==> config.mk <==
export PLATFORM = sky130hd
export DESIGN_NAME = first_fit_block_allocator_top_flat
export DESIGN_NICKNAME = d
export VERILOG_FILES = /design/src/hdl/ffa_pkg.sv /design/src/hdl/ffa_if.sv /design/src/hdl/first_fit_block_allocator_top.sv /design/src/flat_wrapper.sv
export VERILOG_INCLUDE_DIRS = /design/src /design/src/hdl
export SDC_FILE = /design/constraint.sdc
export NUM_CORES = 1
export LEC_CHECK = 0
export ABC_CLOCK_PERIOD_IN_PS = 5500
export BUFFER_PORTS_ARGS = -buffer_cell sky130_fd_sc_hd__buf_4
export CAP_MARGIN = 25
export CORE_MARGIN = 2
export CORE_UTILIZATION = 35
export CTS_BUF_LIST = sky130_fd_sc_hd__clkbuf_2 sky130_fd_sc_hd__clkbuf_4 sky130_fd_sc_hd__clkbuf_8
export DETAILED_ROUTE_END_ITERATION = 10
export SLEW_MARGIN = 25
export SYNTH_ARGS = -nofsm -noshare
export SYNTH_HDL_FRONTEND = slang
export SYNTH_SLANG_ARGS = --single-unit
==> constraint.sdc <==
create_clock -name clk -period 5.5 [get_ports clk]
set_input_delay 0 -clock clk [delete_from_list [all_inputs] [get_ports clk]]
set_output_delay 0 -clock clk [all_outputs]
set_load 0.005 [all_outputs]
==> src/hdl/first_fit_block_allocator_top_macros.svh <==
// assertion macros for the first-fit allocator
// used by first_fit_block_allocator_top; no dependencies
`ifndef FIRST_FIT_BLOCK_ALLOCATOR_TOP_MACROS_SVH
`define FIRST_FIT_BLOCK_ALLOCATOR_TOP_MACROS_SVH
// implication checked on every rising clock edge outside reset
`define FFA_ASSERT_IMP(label, clk, rst, pre, post) \
  label: assert property (@(posedge clk) disable iff (rst) (pre) |-> (post)) \
    else $error("assertion failed");
// next-cycle implication checked outside reset
`define FFA_ASSERT_NXT(label, clk, rst, pre, post) \
  label: assert property (@(posedge clk) disable iff (rst) (pre) |=> (post)) \
    else $error("assertion failed");
`endif

==> src/hdl/ffa_pkg.sv <==
// package for the first-fit allocator: status codes and beat types
// no dependencies
package ffa_pkg;
  localparam logic [1:0] ST_DONE = 2'd0;
  localparam logic [1:0] ST_OOM = 2'd1;
  localparam logic [1:0] ST_NULL = 2'd2;
  localparam logic [1:0] ST_BADADDR = 2'd3;
  localparam logic KIND_ALLOC = 1'b0;
  localparam logic KIND_FREE = 1'b1;
  localparam int MIN_SPLIT_SPARE = 8;

  typedef struct packed {
    logic       kind;
    logic [9:0] request_size;
    logic [9:0] address;
  } req_t;

  typedef struct packed {
    logic [1:0] status;
    logic [9:0] granted_address;
    logic [9:0] used_bytes;
    logic [9:0] free_bytes;
  } rsp_t;
endpackage

==> src/hdl/ffa_if.sv <==
// valid/ready channel interfaces for request and response beats
// depends on ffa_pkg
interface ffa_req_if;
  logic valid;
  logic ready;
  ffa_pkg::req_t data;
  modport source (output valid, output data, input ready);
  modport sink (input valid, input data, output ready);
endinterface

interface ffa_rsp_if;
  logic valid;
  logic ready;
  ffa_pkg::rsp_t data;
  modport source (output valid, output data, input ready);
  modport sink (input valid, input data, output ready);
endinterface

==> src/hdl/first_fit_block_allocator_top.sv <==
// First-fit heap allocator with coalescing. The block table lives in a
// synchronous memory of MAX_BLOCKS entries with one read and one write port;
// each request walks it one entry at a time (issue the read, then use the
// data). An allocate scans to the fitting block, a split then shifts the tail
// up one entry at a time, and a free scans for the offset and then runs a
// compacting merge pass over the whole table. A final pass sums used and free
// bytes. Requests are handled one at a time. A new request is taken only
// after the previous response beat has been accepted. Reset needs no clearing
// pass.
// depends on ffa_pkg, ffa_if and first_fit_block_allocator_top_macros.svh
`include "first_fit_block_allocator_top_macros.svh"
module first_fit_block_allocator_top #(
  parameter int HEAP_BYTES = 1024,
  parameter int HEADER_BYTES = 24,
  parameter int MAX_BLOCKS = 64
) (
  input logic clk,
  input logic rst,
  ffa_req_if.sink req,
  ffa_rsp_if.source rsp
);
  import ffa_pkg::*;

  localparam int AW = $clog2(MAX_BLOCKS);
  localparam int CW = $clog2(MAX_BLOCKS + 1);
  localparam int DW = $clog2(HEAP_BYTES + 1);
  localparam int SW = DW + 2;

  localparam logic [3:0] S_IDLE = 4'd0;
  localparam logic [3:0] S_SCAN = 4'd1;
  localparam logic [3:0] S_SHIFT = 4'd2;
  localparam logic [3:0] S_SPLIT = 4'd3;
  localparam logic [3:0] S_MERGE = 4'd4;
  localparam logic [3:0] S_SUM = 4'd5;
  localparam logic [3:0] S_DONE = 4'd6;
  localparam logic [3:0] S_RD = 4'd7;

  // table memory: payload and free mark, one read and one write per cycle
  logic [DW:0] mem [MAX_BLOCKS];
  logic [DW:0] rdata;
  logic        we;
  logic [AW-1:0] waddr, raddr;
  logic [DW:0] wdata;

  always_ff @(posedge clk) begin
    if (we) mem[waddr] <= wdata;
    rdata <= mem[raddr];
  end

  logic [3:0] state;
  logic [CW-1:0] count, idx, kept;
  logic [SW-1:0] offset;
  logic [SW-1:0] used, freeb;
  req_t cur;
  logic [1:0] status;
  logic [9:0] granted;
  logic [AW-1:0] hit;
  logic [DW-1:0] acc;
  logic acc_free, have_acc;
  logic [3:0] back;
  logic [DW-1:0] split_rest;
  logic rsp_valid;
  rsp_t rsp_data;
  logic phase;

  logic [DW-1:0] r_pay;
  logic r_free;
  assign r_pay = rdata[DW-1:0];
  assign r_free = rdata[DW];

  assign req.ready = (state == S_IDLE);
  assign rsp.valid = rsp_valid;
  assign rsp.data = rsp_data;

  // sequencer: S_RD issues a read, the working state consumes it next cycle
  always_ff @(posedge clk) begin
    we <= 1'b0;
    if (rsp_valid && rsp.ready) rsp_valid <= 1'b0;
    if (rst) begin
      state <= S_DONE;
      back <= S_IDLE;
      phase <= 1'b1;
      count <= CW'(1);
      rsp_valid <= 1'b0;
      we <= 1'b1;
      waddr <= '0;
      wdata <= {1'b1, DW'(HEAP_BYTES - HEADER_BYTES)};
    end else begin
      unique case (state)
        S_IDLE: begin
          if (req.valid) begin
            cur <= req.data;
            idx <= '0;
            offset <= '0;
            granted <= '0;
            status <= ST_DONE;
            if (req.data.kind == KIND_FREE && req.data.address == '0) begin
              status <= ST_NULL;
              back <= S_SUM;
            end else begin
              back <= S_SCAN;
            end
            raddr <= '0;
            state <= S_RD;
          end
        end
        S_RD: begin
          state <= back;
          if (back == S_SUM) begin
            used <= '0;
            freeb <= '0;
            idx <= '0;
            raddr <= '0;
            state <= S_SUM;
            back <= S_SUM;
            phase <= 1'b0;
          end
        end
        S_SCAN: begin
          if (idx >= count) begin
            if (cur.kind == KIND_ALLOC) status <= ST_OOM;
            else status <= ST_BADADDR;
            back <= S_SUM;
            state <= S_RD;
          end else if (cur.kind == KIND_ALLOC) begin
            if (r_free && r_pay >= DW'(cur.request_size)) begin
              hit <= idx[AW-1:0];
              granted <= 10'(offset + SW'(HEADER_BYTES));
              if (SW'(r_pay) >= SW'(cur.request_size) + SW'(HEADER_BYTES
                  + MIN_SPLIT_SPARE) && count < CW'(MAX_BLOCKS)) begin
                split_rest <= DW'(SW'(r_pay) - SW'(cur.request_size)
                  - SW'(HEADER_BYTES));
                idx <= count;
                raddr <= AW'(count - CW'(1));
                back <= S_SHIFT;
                state <= S_RD;
              end else begin
                we <= 1'b1;
                waddr <= idx[AW-1:0];
                wdata <= {1'b0, r_pay};
                back <= S_SUM;
                state <= S_RD;
              end
            end else begin
              offset <= offset + SW'(HEADER_BYTES) + SW'(r_pay);
              idx <= idx + CW'(1);
              raddr <= AW'(idx + CW'(1));
              state <= S_RD;
            end
          end else begin
            if (offset + SW'(HEADER_BYTES) == SW'(cur.address)) begin
              we <= 1'b1;
              waddr <= idx[AW-1:0];
              wdata <= {1'b1, r_pay};
              idx <= '0;
              kept <= '0;
              have_acc <= 1'b0;
              raddr <= '0;
              back <= S_MERGE;
              state <= S_DONE;
              phase <= 1'b0;
            end else begin
              offset <= offset + SW'(HEADER_BYTES) + SW'(r_pay);
              idx <= idx + CW'(1);
              raddr <= AW'(idx + CW'(1));
              state <= S_RD;
            end
          end
        end
        // move entry idx-1 to idx, walking down to hit+1
        S_SHIFT: begin
          if (idx > CW'(hit) + CW'(1)) begin
            we <= 1'b1;
            waddr <= idx[AW-1:0];
            wdata <= rdata;
            idx <= idx - CW'(1);
            raddr <= AW'(idx - CW'(2));
            state <= S_RD;
          end else begin
            we <= 1'b1;
            waddr <= AW'(CW'(hit) + CW'(1));
            wdata <= {1'b1, split_rest};
            state <= S_SPLIT;
          end
        end
        S_SPLIT: begin
          we <= 1'b1;
          waddr <= hit;
          wdata <= {1'b0, DW'(cur.request_size)};
          count <= count + CW'(1);
          back <= S_SUM;
          state <= S_RD;
        end
        // compacting merge; acc holds the last kept entry not yet written
        S_MERGE: begin
          if (idx >= count) begin
            we <= 1'b1;
            waddr <= AW'(kept);
            wdata <= {acc_free, acc};
            count <= kept + CW'(1);
            back <= S_SUM;
            state <= S_DONE;
            phase <= 1'b0;
          end else begin
            if (have_acc && acc_free && r_free) begin
              acc <= acc + DW'(HEADER_BYTES) + r_pay;
            end else begin
              if (have_acc) begin
                we <= 1'b1;
                waddr <= AW'(kept);
                wdata <= {acc_free, acc};
                kept <= kept + CW'(1);
              end
              acc <= r_pay;
              acc_free <= r_free;
              have_acc <= 1'b1;
            end
            idx <= idx + CW'(1);
            raddr <= AW'(idx + CW'(1));
            state <= S_RD;
            back <= S_MERGE;
          end
        end
        S_SUM: begin
          if (!phase) begin
            phase <= 1'b1;
          end else if (idx >= count) begin
            rsp_valid <= 1'b1;
            rsp_data.status <= status;
            rsp_data.granted_address <= granted;
            rsp_data.used_bytes <= used[9:0];
            rsp_data.free_bytes <= freeb[9:0];
            state <= S_DONE;
            back <= S_IDLE;
          end else begin
            if (r_free) freeb <= freeb + SW'(r_pay);
            else used <= used + SW'(r_pay);
            idx <= idx + CW'(1);
            raddr <= AW'(idx + CW'(1));
            phase <= 1'b0;
          end
        end
        // wait for a write to land, then continue or wait on the output
        S_DONE: begin
          if (back == S_IDLE) begin
            if (!rsp_valid || rsp.ready) state <= S_IDLE;
          end else if (!phase) begin
            phase <= 1'b1;
            raddr <= '0;
          end else begin
            if (back == S_SUM) begin
              used <= '0;
              freeb <= '0;
              idx <= '0;
              raddr <= '0;
              phase <= 1'b0;
              state <= S_SUM;
            end else begin
              idx <= '0;
              state <= S_RD;
            end
          end
          if (count == '0) count <= CW'(1);
        end
        default: state <= S_IDLE;
      endcase
    end
  end

  `FFA_ASSERT_IMP(a_count_range, clk, rst, 1'b1, count >= CW'(1) && count <= CW'(MAX_BLOCKS))
  `FFA_ASSERT_IMP(a_grant_only_ok, clk, rst, rsp_valid && rsp_data.status != ST_DONE, rsp_data.granted_address == '0)
  `FFA_ASSERT_NXT(a_take_idle, clk, rst, req.valid && req.ready, state == S_RD)
endmodule
==> src/flat_wrapper.sv <==
// flat-port wrapper written by rule: the top's interface ports become plain ports
module first_fit_block_allocator_top_flat import ffa_pkg::*;
#(
  parameter int HEAP_BYTES = 1024,
  parameter int HEADER_BYTES = 24,
  parameter int MAX_BLOCKS = 64
)
  (clk, rst, req_valid, req_data, req_ready, rsp_valid, rsp_data, rsp_ready);
  ffa_req_if req_i ();
  ffa_rsp_if rsp_i ();
  input logic clk;
  input logic rst;
  input wire logic [$bits(req_i.valid)-1:0] req_valid;
  input wire logic [$bits(req_i.data)-1:0] req_data;
  output wire logic [$bits(req_i.ready)-1:0] req_ready;
  output wire logic [$bits(rsp_i.valid)-1:0] rsp_valid;
  output wire logic [$bits(rsp_i.data)-1:0] rsp_data;
  input wire logic [$bits(rsp_i.ready)-1:0] rsp_ready;
  assign req_i.valid = req_valid;
  assign req_i.data = req_data;
  assign req_ready = req_i.ready;
  assign rsp_valid = rsp_i.valid;
  assign rsp_data = rsp_i.data;
  assign rsp_i.ready = rsp_ready;
  first_fit_block_allocator_top #(.HEAP_BYTES(HEAP_BYTES), .HEADER_BYTES(HEADER_BYTES), .MAX_BLOCKS(MAX_BLOCKS)) u_core (.clk(clk), .rst(rst), .req(req_i), .rsp(rsp_i));
endmodule
* Yosys cells after proc, flatten, opt, wreduce, memory -nomap -nowiden *
Memories as Yosys holds them, arrays and structs flattened. A register that Yosys moved wholly into a read port is not among the register bits.
Cells that the tools add are included.

storage, ports and cells
  word-level logic and storage cells = 278
  bits in read-only memories = 0
  memories kept = 1
  output and inout bits = 34
  bits in latches = 0
  register bits after elaboration = 190
  memory bits (writable) = 768

memories
  memory      words  bits a word  read ports  clocked after Yosys merged registers in  write ports  RTL line                             text
  u_core.mem  64     12           1           1                                        1            first_fit_block_allocator_top.sv:39  logic [DW:0] mem [MAX_BLOCKS];

operators by class
  div/mod/pow operators = 0
  add/sub/neg operators = 16
  eq/ne operators = 42
  multiplexer cells = 141
  shift operators = 0
  multipliers = 0
  reduce and logical (&&, ||, !) cells = 41
  $lt $le $gt $ge = 5
  bitwise gates (word level) = 4

operator list
  cell                 number
  $mux 13              17
  $mux 7               20
  $mux 6               21
  $mux 12              9
  $pmux 13 s3          2
  $mux 4               16
  $pmux 7 s7           1
  $pmux 12 s4          1
  $pmux 6 s7           1
  $mux 10              4
  $add 13x11->13       3
  $reduce_and 7->1     5
  $pmux 4 s8           1
  $mux 1               29
  $ne 2x1->1 const B   13
  $pmux 13 s2          1
  $pmux 4 s6           1
  $pmux 6 s4           1
  $reduce_and 6->1     4
  $add 7x1->7 const B  3
  $pmux 7 s3           1
  $eq 4x3->1 const B   5
  $pmux 10 s2          1
  $ne 2x2->1 const B   8
  other kinds (51)     81

* Longest topological paths before layout *
Gate-level depths: netlist (run 1).

  word-level depth = 8
  mapped depth = 13

* Worst setup path after synthesis (run 1) *
OpenSTA, ideal clock, no wires.

  path type = reg2reg
  from = register u_core.idx[0]
  to = register, netlist name u_core.rsp.data[0]
  cell stages (with the launch flop) = 8
  data arrival time = 3.777 ns
  setup time = 0.463 ns
  slack = 1.261 ns
  buffers on the path = 0
  data required time = 5.037 ns
  path through = edfxtp_1 inv_1 ha_1 nand2b_1 a31oi_1 o211ai_1 nand2_1 nor3_1

on the way
  longest elaborated chain between the ends = 2

RTL lines
  element                     RTL line                              text
  start, declared             first_fit_block_allocator_top.sv:51   logic [CW-1:0] count, idx, kept;
  start signal, assigned      first_fit_block_allocator_top.sv:133  idx <= count;
  start signal, assigned      first_fit_block_allocator_top.sv:146  idx <= idx + CW'(1);
  start signal, assigned      first_fit_block_allocator_top.sv:164  idx <= idx + CW'(1);
  $ge 7x7->1                  first_fit_block_allocator_top.sv:227  end else if (idx >= count) begin
  $reduce_and 4->1 (no line)  -

No other way between the ends.
A chain may end at the register's enable or synchronous reset.

* Worst setup path after layout (run 1) *
  from = register u_core.state[2]
  to = register u_core.waddr[3]

on the way
  longest elaborated chain between the ends = 3

RTL lines
  element                                             RTL line                              text
  start, declared                                     first_fit_block_allocator_top.sv:50   logic [3:0] state;
  start signal, assigned                              first_fit_block_allocator_top.sv:108  state <= back;
  $eq 4x3->1, or another cell as far along            first_fit_block_allocator_top.sv:89   unique case (state)
  $ne 3x1->1 (no line), or another cell as far along  -
  $reduce_and 7->1 (no line)                          -
  end signal, assigned                                first_fit_block_allocator_top.sv:139  waddr <= idx[AW-1:0];
  end signal, assigned                                first_fit_block_allocator_top.sv:153  waddr <= idx[AW-1:0];
  end signal, assigned                                first_fit_block_allocator_top.sv:174  waddr <= idx[AW-1:0];
  end, declared                                       first_fit_block_allocator_top.sv:42   logic [AW-1:0] waddr, raddr;

Several ways; a longest one is shown, not always the timed one.

==> results of run 1 <==
## cell usage after synthesis, drive strengths merged (3+ instances only)
cell type | instances | area share (%)
o2111ai | 5 | 0.11
or2 | 5 | 0.076
a2111oi | 7 | 0.15
edfxtp | 916 | 66
a22oi | 5 | 0.091
ha | 105 | 3.2
xor2 | 31 | 0.66
xnor2 | 44 | 0.93
dfxtp | 48 | 2.3
o21bai | 8 | 0.15
o221ai | 8 | 0.17
a222oi | 7 | 0.17
nor2 | 163 | 1.5
mux2i | 19 | 0.46
nor2b | 23 | 0.35
nor3b | 10 | 0.18
nor4b | 3 | 0.063
nand2 | 92 | 0.83
or3b | 3 | 0.063
nand3 | 41 | 0.50
clkbuf | 79 | 0.72
buf | 30 | 0.36
a221o | 12 | 0.30
o21ai | 56 | 0.68
or3 | 6 | 0.091
a31oi | 4 | 0.060
mux2 | 8 | 0.22
nand4 | 11 | 0.17
and2 | 12 | 0.19
mux4 | 252 | 14
nand2b | 34 | 0.51
fa | 6 | 0.29
inv | 88 | 0.80
a21oi | 61 | 0.74
and3 | 19 | 0.29
nor3 | 48 | 0.58
a21o | 18 | 0.33
nor4 | 6 | 0.091
nand3b | 3 | 0.054
a211oi | 8 | 0.16
o211ai | 5 | 0.091
a221oi | 8 | 0.17
a21boi | 5 | 0.091
o21a | 5 | 0.091
## state kept, by name, indices dropped and copies added (netlist names), 11 cells and up
register           cells
u_core.acc            11
u_core.cur            21
u_core.rdata          12
u_core.wdata          12
u_core.rsp.data       32
u_core.split_rest     11
u_core.mem           768
u_core.offset         13
## stage by stage
| stage | instances | setup WS (ps) | total power, mW | hold slack (ps) | util (%) |
|---|---|---|---|---|---|
| global route | 4237 | 1200 | 26.1 | 253 | 40.4 |
| floorplan | 2363 | 1260 | 15.7 | 98.9 | - |
| finish | 4238 | 1570 | 24.8 | 266 | 40.4 |
| CTS | 4235 | 1540 | 25.1 | 193 | 40.4 |
| global placement | 3894 | 1810 | 18.5 | 186 | 37.2 |
| detailed placement | 3895 | 1580 | 18.7 | 190 | 37.3 |
## worst register-to-register path, stage by stage, from the launching register on
cell	delay, ps
dfxtp_1	540
nor3_1	760
nand2_1	640
inv_1	500
nand2_1	170
o21bai_2	720
buf_4	310
mux2i_1	210
## power breakdown
part           internal (mW)  total [mW]  switching (mW)
Clock                   3.34        6.25            2.91
Combinational           3.54        8.51            4.97
Sequential              9.38        10.1           0.688
## layout make-up
class / instances / area (sq um) / share of cell area (%)
clock inverters: 67 / 402 / 0.845
clock buffers: 225 / 2780 / 5.84
diodes: 3 / 7.51 / 0.0158
well taps: 1536 / 1920 / 4.04
repair buffers: 153 / 1320 / 2.77
flip-flops and latches: 964 / 28500 / 59.9
multi-input cells: 1202 / 12300 / 25.9
inverters: 88 / 330 / 0.695
## kinds of logic (layout without fill, tap and decap cells)
| kind of cell | Yosys count | count (layout) | synth area share (%) |
|---|---|---|---|
| multiplexers | 279 | 279 | 14.4 |
| buffers and inverters | 197 | 533 | 1.88 |
| flip-flops | 964 | 964 | 68.8 |
| other | 0 | 3 | 0 |
| adder cells (fa/ha/maj) | 112 | 112 | 3.49 |
| AO/OA/AOI/OAI | 248 | 248 | 4.13 |
| XOR/XNOR | 76 | 76 | 1.64 |
| AND/OR/NAND/NOR | 487 | 487 | 5.70 |
## worst max-delay path by stage
stage / endpoint / slack [ps]
2_1_floorplan: u_core.rsp.data[0]$_DFFE_PP_ / 1260
3_3_place_gp: u_core.wdata[11]$_SDFFE_PP1P_ / 1810
3_5_place_dp: u_core.wdata[11]$_SDFFE_PP1P_ / 1580
4_1_cts: u_core.wdata[11]$_SDFFE_PP1P_ / 1540
5_1_grt: u_core.waddr[3]$_SDFFE_PP0P_ / 1200
6_report: u_core.waddr[3]$_SDFFE_PP0P_ / 1570
## per-layer routing
| layer | vias up | part of all wire (%) | global-route usage [%] |
|---|---|---|---|
| met5 | - | 0 | 0 |
| met4 | 0 | 1.9 | 4.74 |
| met3 | 125 | 6.0 | 3.17 |
| met2 | 764 | 48 | 26.5 |
| met1 | 11700 | 44 | 22.3 |
| li1 | 9891 | - | - |
## repair_timing
item,in CTS,in global routing
hold buffers,48,0
buffers inserted,0,0
setup endpoints to repair,0,0
endpoints found under the hold margin,104,0
==> qor_table.md, run 1 <==
| Group | Result | Value |
|---|---|---|
| placement | DP Area | 0.0439 sq mm |
| critical path | Worst EP required | 6250 ps |
| floorplanning | Chip height | 348 microns |
| cts | Largest buffer count on any clock path | 3 |
| cts | Number of cells upsized or downsized after cts | 0 |
| cts | TritonCTS clock tree | built |
| min path | End point of the most critical hold path | u_core.status[1]$_DFFE_PP_ |
| critical path | Cell repeated most along the worst path | nand2_1 |
| min path | Worst Hold Class | in -> reg |
| critical path | Crit path max fanout | 23 |
| critical path | Critical Path Start | u_core.state[2]$_SDFFE_PP1P_ |
| grt | Antenna violations before repair | 5 |
| sta | Slew at the pin closest to its max-slew limit | 1000 ps |
| grt | Global-route usage over all layers | 16.3% |
| floorplanning | Area of the die | 0.121 sq mm |
| min path | Hold path cells | 5 |
| layout | Most common cell after layout, fill and taps aside | edfxtp_1 |
| detailed routing | Number of antenna-violating nets in the routed design | 0 |
| layout | Final net count | 2705 |
| sta | Final Hold Fails | 0 |
| yosys | FFs w/ async S/R, synth | 0% |
| yosys | Number of synthesized flops with an enable pin | 916 |
| yosys | Count of state elements after synthesis | 964 |
| grt | Pin count of the biggest net entering global routing | 128 |
| layout | Final-layout fill cell count | 10600 |
| critical path | Slowest library cell on the worst path | nor3_1 |
| job | Max-capacitance violation count | 0 |
| power and ir drop | Static Leak | 15.7 nW |
| yosys | Post-synthesis instance area | 0.0414 sq mm |
| detailed routing | Number of detailed-routing iterations run before antenna repair | 6 |
| detailed routing | Number of DRC markers after the initial detailed-route iteration | 2099 |
| detailed routing | Routed length per instance | 23.2 microns |
| critical path | Critical path endpoint category | register |
| critical path | Largest incremental delay on the critical path | 760 ps |
| critical path | Largest delay contributor family on the critical path | simple AND/OR/NAND/NOR gates |
| floorplanning | Count of pins on the block boundary | 59 |
| placement | Port Buffer Count | 58 |
| sta | Final period demand of the worst path | 3930 ps |
| yosys | Cells after Synth | 2363 |
| power and ir drop | Worst VDD drop | 0.539 mV |
| floorplanning | Initial core utilization | 35.2% |
| grt | Wire length of the first global-routing pass | 147000 microns |
| critical path | R2r worst-path depth | 7 |
| critical path | Instance count on the critical path | 7 |
| placement | Total half-perimeter wirelength after legalization and detailed placement | 61200 microns |
| detailed routing | Vias per Instance | 5.29 |
| sta | Final setup violating endpoints | 0 |
| sta | Final slew viol count | 0 |
| critical path | Worst reg2reg path startpoint | u_core.state[2]$_SDFFE_PP1P_ |
| critical path | Series of cell instances along the critical path | nor3_1 > nand2_1 > inv_1 > nand2_1 > o21bai_2 > buf_4 > mux2i_1 |
| grt | Total grt overflow | 0 |
| critical path | Sort of element at the start of the critical path | register |
| cts | Cell at the root of the clock tree | clkbuf_8 |
| layout | Growth of design area from synthesis to finish | 14.9% |
| sta | FMAX | 0.255 GHz |
| floorplanning | Std cell rows | 126 |
| detailed routing | Number of vias in the routed layout | 22400 |
| floorplanning | Core outline area | 0.118 sq mm |
| yosys | Per-instance average area after synthesis | 17.5 sq um |
| run status | Outcome | finished clean |
| grt | Vias in the first global route | 23000 |
| cts | H-tree depth | 4 |
| cts | Clock-pin slew on the worst setup and hold paths | 60 ps |
| layout | Share of cells above drive strength 1 | 26.1% |
| layout | Post-route standard cell area excluding fillers | 0.0475 sq mm |
| detailed routing | Routed wire length | 98300 microns |
| yosys | Synthesized Nets | 2499 |
| critical path | Setup slack of the worst register-to-register path | 1570 ps |
| critical path | Crit Reg-Reg Endpoint | u_core.waddr[3]$_SDFFE_PP0P_ |
| min path | Startpoint of the lowest-slack hold path | req_data[8] |
| sta | Clock Skews | 41.1 ps |
| critical path | Critical path data arrival time | 4670 ps |
| sta | Fraction of the cycle the final worst path needs | 71.4% |
| cts | TritonCTS sink count | 964 |
| yosys | Netlist cell types | 82 |
| critical path | Worst Path Class, Setup | reg -> reg |
| yosys | Sequential-to-total area share from yosys stat | 68.8% |
| detailed routing | DRC violation count after routing | 0 |
| sta | Fin Setup TNS | 0 ps |
| power and ir drop | PwrDens | 522 mW/mm^2 |
| layout | Commonest cells after routing, fill and taps aside | 916 x edfxtp_1, 252 x mux4_2, 174 x clkbuf_8 |
| sta | Worst-case headroom to the max-slew limit | 33.1% |
| cts | Number of buffers created by CTS | 160 |
| floorplanning | Die extent in x | 348 microns |
| sta | Setup repair after global routing missed its margin | false |
| placement | Gpl congestion | 0.853 |
| critical path | Buffers & Inverters on Critical Path | 2 |
| yosys | Yosys warns | 0 |
| yosys | Commonest register cell after synthesis | edfxtp_1 |
| cts | Clock latency on the worst-skew pair | 850 ps |
Power figures use the tool's default switching activity.
==> run 2, diff against run 1 <==
--- a/config.mk
+++ b/config.mk
@@ -6,7 +6,7 @@
 export SDC_FILE = /design/constraint.sdc
 export NUM_CORES = 1
 export LEC_CHECK = 0
-export ABC_CLOCK_PERIOD_IN_PS = 5500
+export ABC_CLOCK_PERIOD_IN_PS = 3300
 export BUFFER_PORTS_ARGS = -buffer_cell sky130_fd_sc_hd__buf_4
 export CAP_MARGIN = 25
 export CORE_MARGIN = 2
==> constraint.sdc (replaced) <==
create_clock -name clk -period 3.3 [get_ports clk]
set_input_delay 0 -clock clk [delete_from_list [all_inputs] [get_ports clk]]
set_output_delay 0 -clock clk [all_outputs]
set_load 0.005 [all_outputs]
==> run 2 against run 1 <==
Against the previous run: via count increased by 1.9%; clock skew hardly changed; hold slack improved by 10 ps; critical path depth increased by 6; sequential share of layout area down 0.83 points; power rose by 68%; sequential power up 71%; utilization grew 0.58 points; largest cell class unchanged; largest power group unchanged; highest routed layer is now met5.
==> qor_table.md, run 2 (synthesis gave the netlist of run 1 again) <==
| Group | Result | Value | Delta |
|---|---|---|---|
| grt | Global-route usage over all layers | 17.0% | +0.67 points |
| cts | Post-CTS Setup Inserts | 0 | unchanged |
| power and ir drop | PwrDens | 864 mW/mm^2 | +65% |
| cts | H-tree depth | 4 | unchanged |
| sta | Setup repair after global routing missed its margin | false |  |
| sta | FMAX | 0.322 GHz | +26% |
| detailed routing | DRC violation count after routing | 0 | unchanged |
| floorplanning | Std cell rows | 126 | unchanged |
| detailed routing | Number of antenna-violating nets in the routed design | 0 | unchanged |
| grt | Vias in the first global route | 23800 | +3.5% |
| grt | Total grt overflow | 0 | unchanged |
| floorplanning | Core outline area | 0.118 sq mm | unchanged |
| layout | Number of flip-flops in the largest register | 768 | unchanged |
| placement | Port Buffer Count | 58 | unchanged |
| detailed routing | Number of detailed-routing iterations run before antenna repair | 8 | +2 |
| critical path | Series of cell instances along the critical path | ha_1 > nand3_1 > or2_2 > ha_1 > nand3_2 > nor2_4 > a2111oi_2 > buf_4 > nor2_2 > o2111ai_1 > a21oi_1 > o21bai_1 > dlygate4sd3_1 |  |
| job | Max-capacitance violation count | 0 | unchanged |
| detailed routing | Routed wire length | 102000 microns | +3.5% |
| critical path | Largest incremental delay on the critical path | 560 ps | -200 ps |
| critical path | Slowest library cell on the worst path | dlygate4sd3_1 |  |
| layout | Share of cells above drive strength 1 | 26.9% | +0.74 points |
| cts | TritonCTS sink count | 964 | unchanged |
| placement | Total half-perimeter wirelength after legalization and detailed placement | 65800 microns | +7.4% |
| sta | Fin Setup TNS | 0 ps | unchanged |
| grt | Pin count of the biggest net entering global routing | 66 | -48% |
| placement | Gpl congestion | 0.877 | +2.8% |
| critical path | Buffers & Inverters on Critical Path | 2 | unchanged |
| power and ir drop | Worst VDD drop | 0.542 mV | +0.60% |
| critical path | Sort of element at the start of the critical path | register |  |
| sta | Final setup violating endpoints | 0 | unchanged |
| sta | Clock Skews | 40.9 ps | -0.176 ps |
| sta | Worst-case headroom to the max-slew limit | 33.6% | +0.45 points |
| sta | Slew at the pin closest to its max-slew limit | 996 ps | -6.81 ps |
| sta | Final period demand of the worst path | 3110 ps | -821 ps |
| min path | Worst Hold Class | in -> reg |  |
| floorplanning | Die extent in x | 348 microns | unchanged |
| power and ir drop | Static Leak | 16.2 nW | +3.3% |
| layout | Most common cell after layout, fill and taps aside | edfxtp_1 |  |
| floorplanning | Count of pins on the block boundary | 59 | unchanged |
| grt | Wire length of the first global-routing pass | 153000 microns | +4.1% |
| layout | Final net count | 2807 | +3.8% |
| floorplanning | Chip height | 348 microns | unchanged |
| layout | Finished Layout Cells | 4328 | +2.1% |
| cts | Clock latency on the worst-skew pair | 860 ps | about the same |
| grt | Antenna violations before repair | 5 | unchanged |
| layout | Register name with the most flops | u_core.mem |  |
| cts | Clock-pin slew on the worst setup and hold paths | 50 ps | about the same |
| sta | Fraction of the cycle the final worst path needs | 94.1% | +23 points |
| critical path | Crit path max fanout | 5 | -78% |
| sta | Final Hold Fails | 0 | unchanged |
| layout | Commonest cells after routing, fill and taps aside | 916 x edfxtp_1, 252 x mux4_2, 200 x buf_4 |  |
| placement | Post-placement cell count | 4005 | +2.8% |
| floorplanning | Area of the die | 0.121 sq mm | unchanged |
| floorplanning | Initial core utilization | 35.2% | unchanged |
| run status | Outcome | finished clean |  |
| critical path | Worst EP required | 4030 ps | -2220 ps |
| cts | TritonCTS clock tree | built |  |
| critical path | Critical path endpoint category | register |  |
| sta | Final slew viol count | 0 | unchanged |
| critical path | Worst Path Class, Setup | reg -> reg |  |
| critical path | Critical path data arrival time | 3830 ps | -840 ps |
| critical path | Largest delay contributor family on the critical path | simple AND/OR/NAND/NOR gates |  |
| layout | Growth of design area from synthesis to finish | 16.5% |  |
| cts | Number of buffers created by CTS | 153 | -4.4% |
| cts | Largest buffer count on any clock path | 3 | unchanged |
| cts | Cell at the root of the clock tree | clkbuf_8 |  |
| detailed routing | Number of DRC markers after the initial detailed-route iteration | 2116 | +0.81% |
| detailed routing | Vias per Instance | 5.28 | -0.23% |
| detailed routing | Number of vias in the routed layout | 22900 | +1.9% |
| detailed routing | Routed length per instance | 23.5 microns | +1.3% |
| critical path | Cell repeated most along the worst path | ha_1 |  |
## run 2: metal layers
layer / vias to the layer above / GRT usage [%] / share of wire [%]
met5: - / 0 / 0.015
met1: 11900 / 23.0 / 44
met4: 2 / 6.16 / 2.7
met2: 715 / 27.4 / 48
li1: 10100 / - / -
met3: 177 / 3.11 / 5.7
## run 2: power by group
group / switching, mW / total (mW) / internal, mW
registers: 1.66 / 17.3 / 15.6
clock network: 4.80 / 10.1 / 5.28
logic: 7.82 / 14.3 / 6.46
total: 14.3 / 41.6 / 27.4
## run 2: worst paths after layout
| path | slack (ps) | end | cells past startpoint | startpoint |
|---|---|---|---|---|
| max reg2reg | 190 | u_core.state[2]$_SDFFE_PP1P_ | 13 | u_core.hit[0]$_DFFE_PP_ |
| min reg2reg | 420 | u_core.rsp.data[27]$_DFFE_PP_ | 0 | u_core.granted[7]$_SDFFCE_PN0P_ |
| max | 190 | u_core.state[2]$_SDFFE_PP1P_ | 13 | u_core.hit[0]$_DFFE_PP_ |
| min | 280 | u_core.count[3]$_SDFFE_PP0P_ | 3 | rst |
## run 2: layout make-up
class / count / area (sq um)
Multi-Input combinational cell: 1202 / 12200
Sequential cell: 964 / 28500
Tap cell: 1536 / 1920
Fill cell: 10500 / 69400
Antenna cell: 4 / 10.0
Clock inverter: 73 / 515
Inverter: 88 / 330
Timing Repair Buffer: 262 / 2270
Clock buffer: 199 / 2480
## run 2: worst register-to-register path, delay by kind of cell, from the launching register on
family,cells,cell delay (ps)
DFF,1,410
AOI/OAI and AO/OA,4,500
adders and majority gates,2,520
buffers and inverters,2,720
and+or+nand+nor,5,840
## run 2: repair_timing
action	in CTS	in global routing
hold endpoints to repair	104	0
hold buffers	47	0
gates resized for setup	0	7
setup endpoints to repair	0	7
## run 2: stage by stage
step / hold WS (ps) / utilization [%] / setup WS [ps] / total power [mW] / area, sq um
after floorplan: 98.9 / - / 30.1 / 26.2 / 41400
after global placement: 188 / 38.0 / 167 / 31.4 / 44700
after detailed placement: 189 / 38.0 / 177 / 31.8 / 44700
after CTS: 175 / 41.0 / 52.2 / 42.0 / 48200
after global routing: 266 / 41.0 / 3.50 / 43.7 / 48200
final: 277 / 41.0 / 194 / 41.6 / 48200
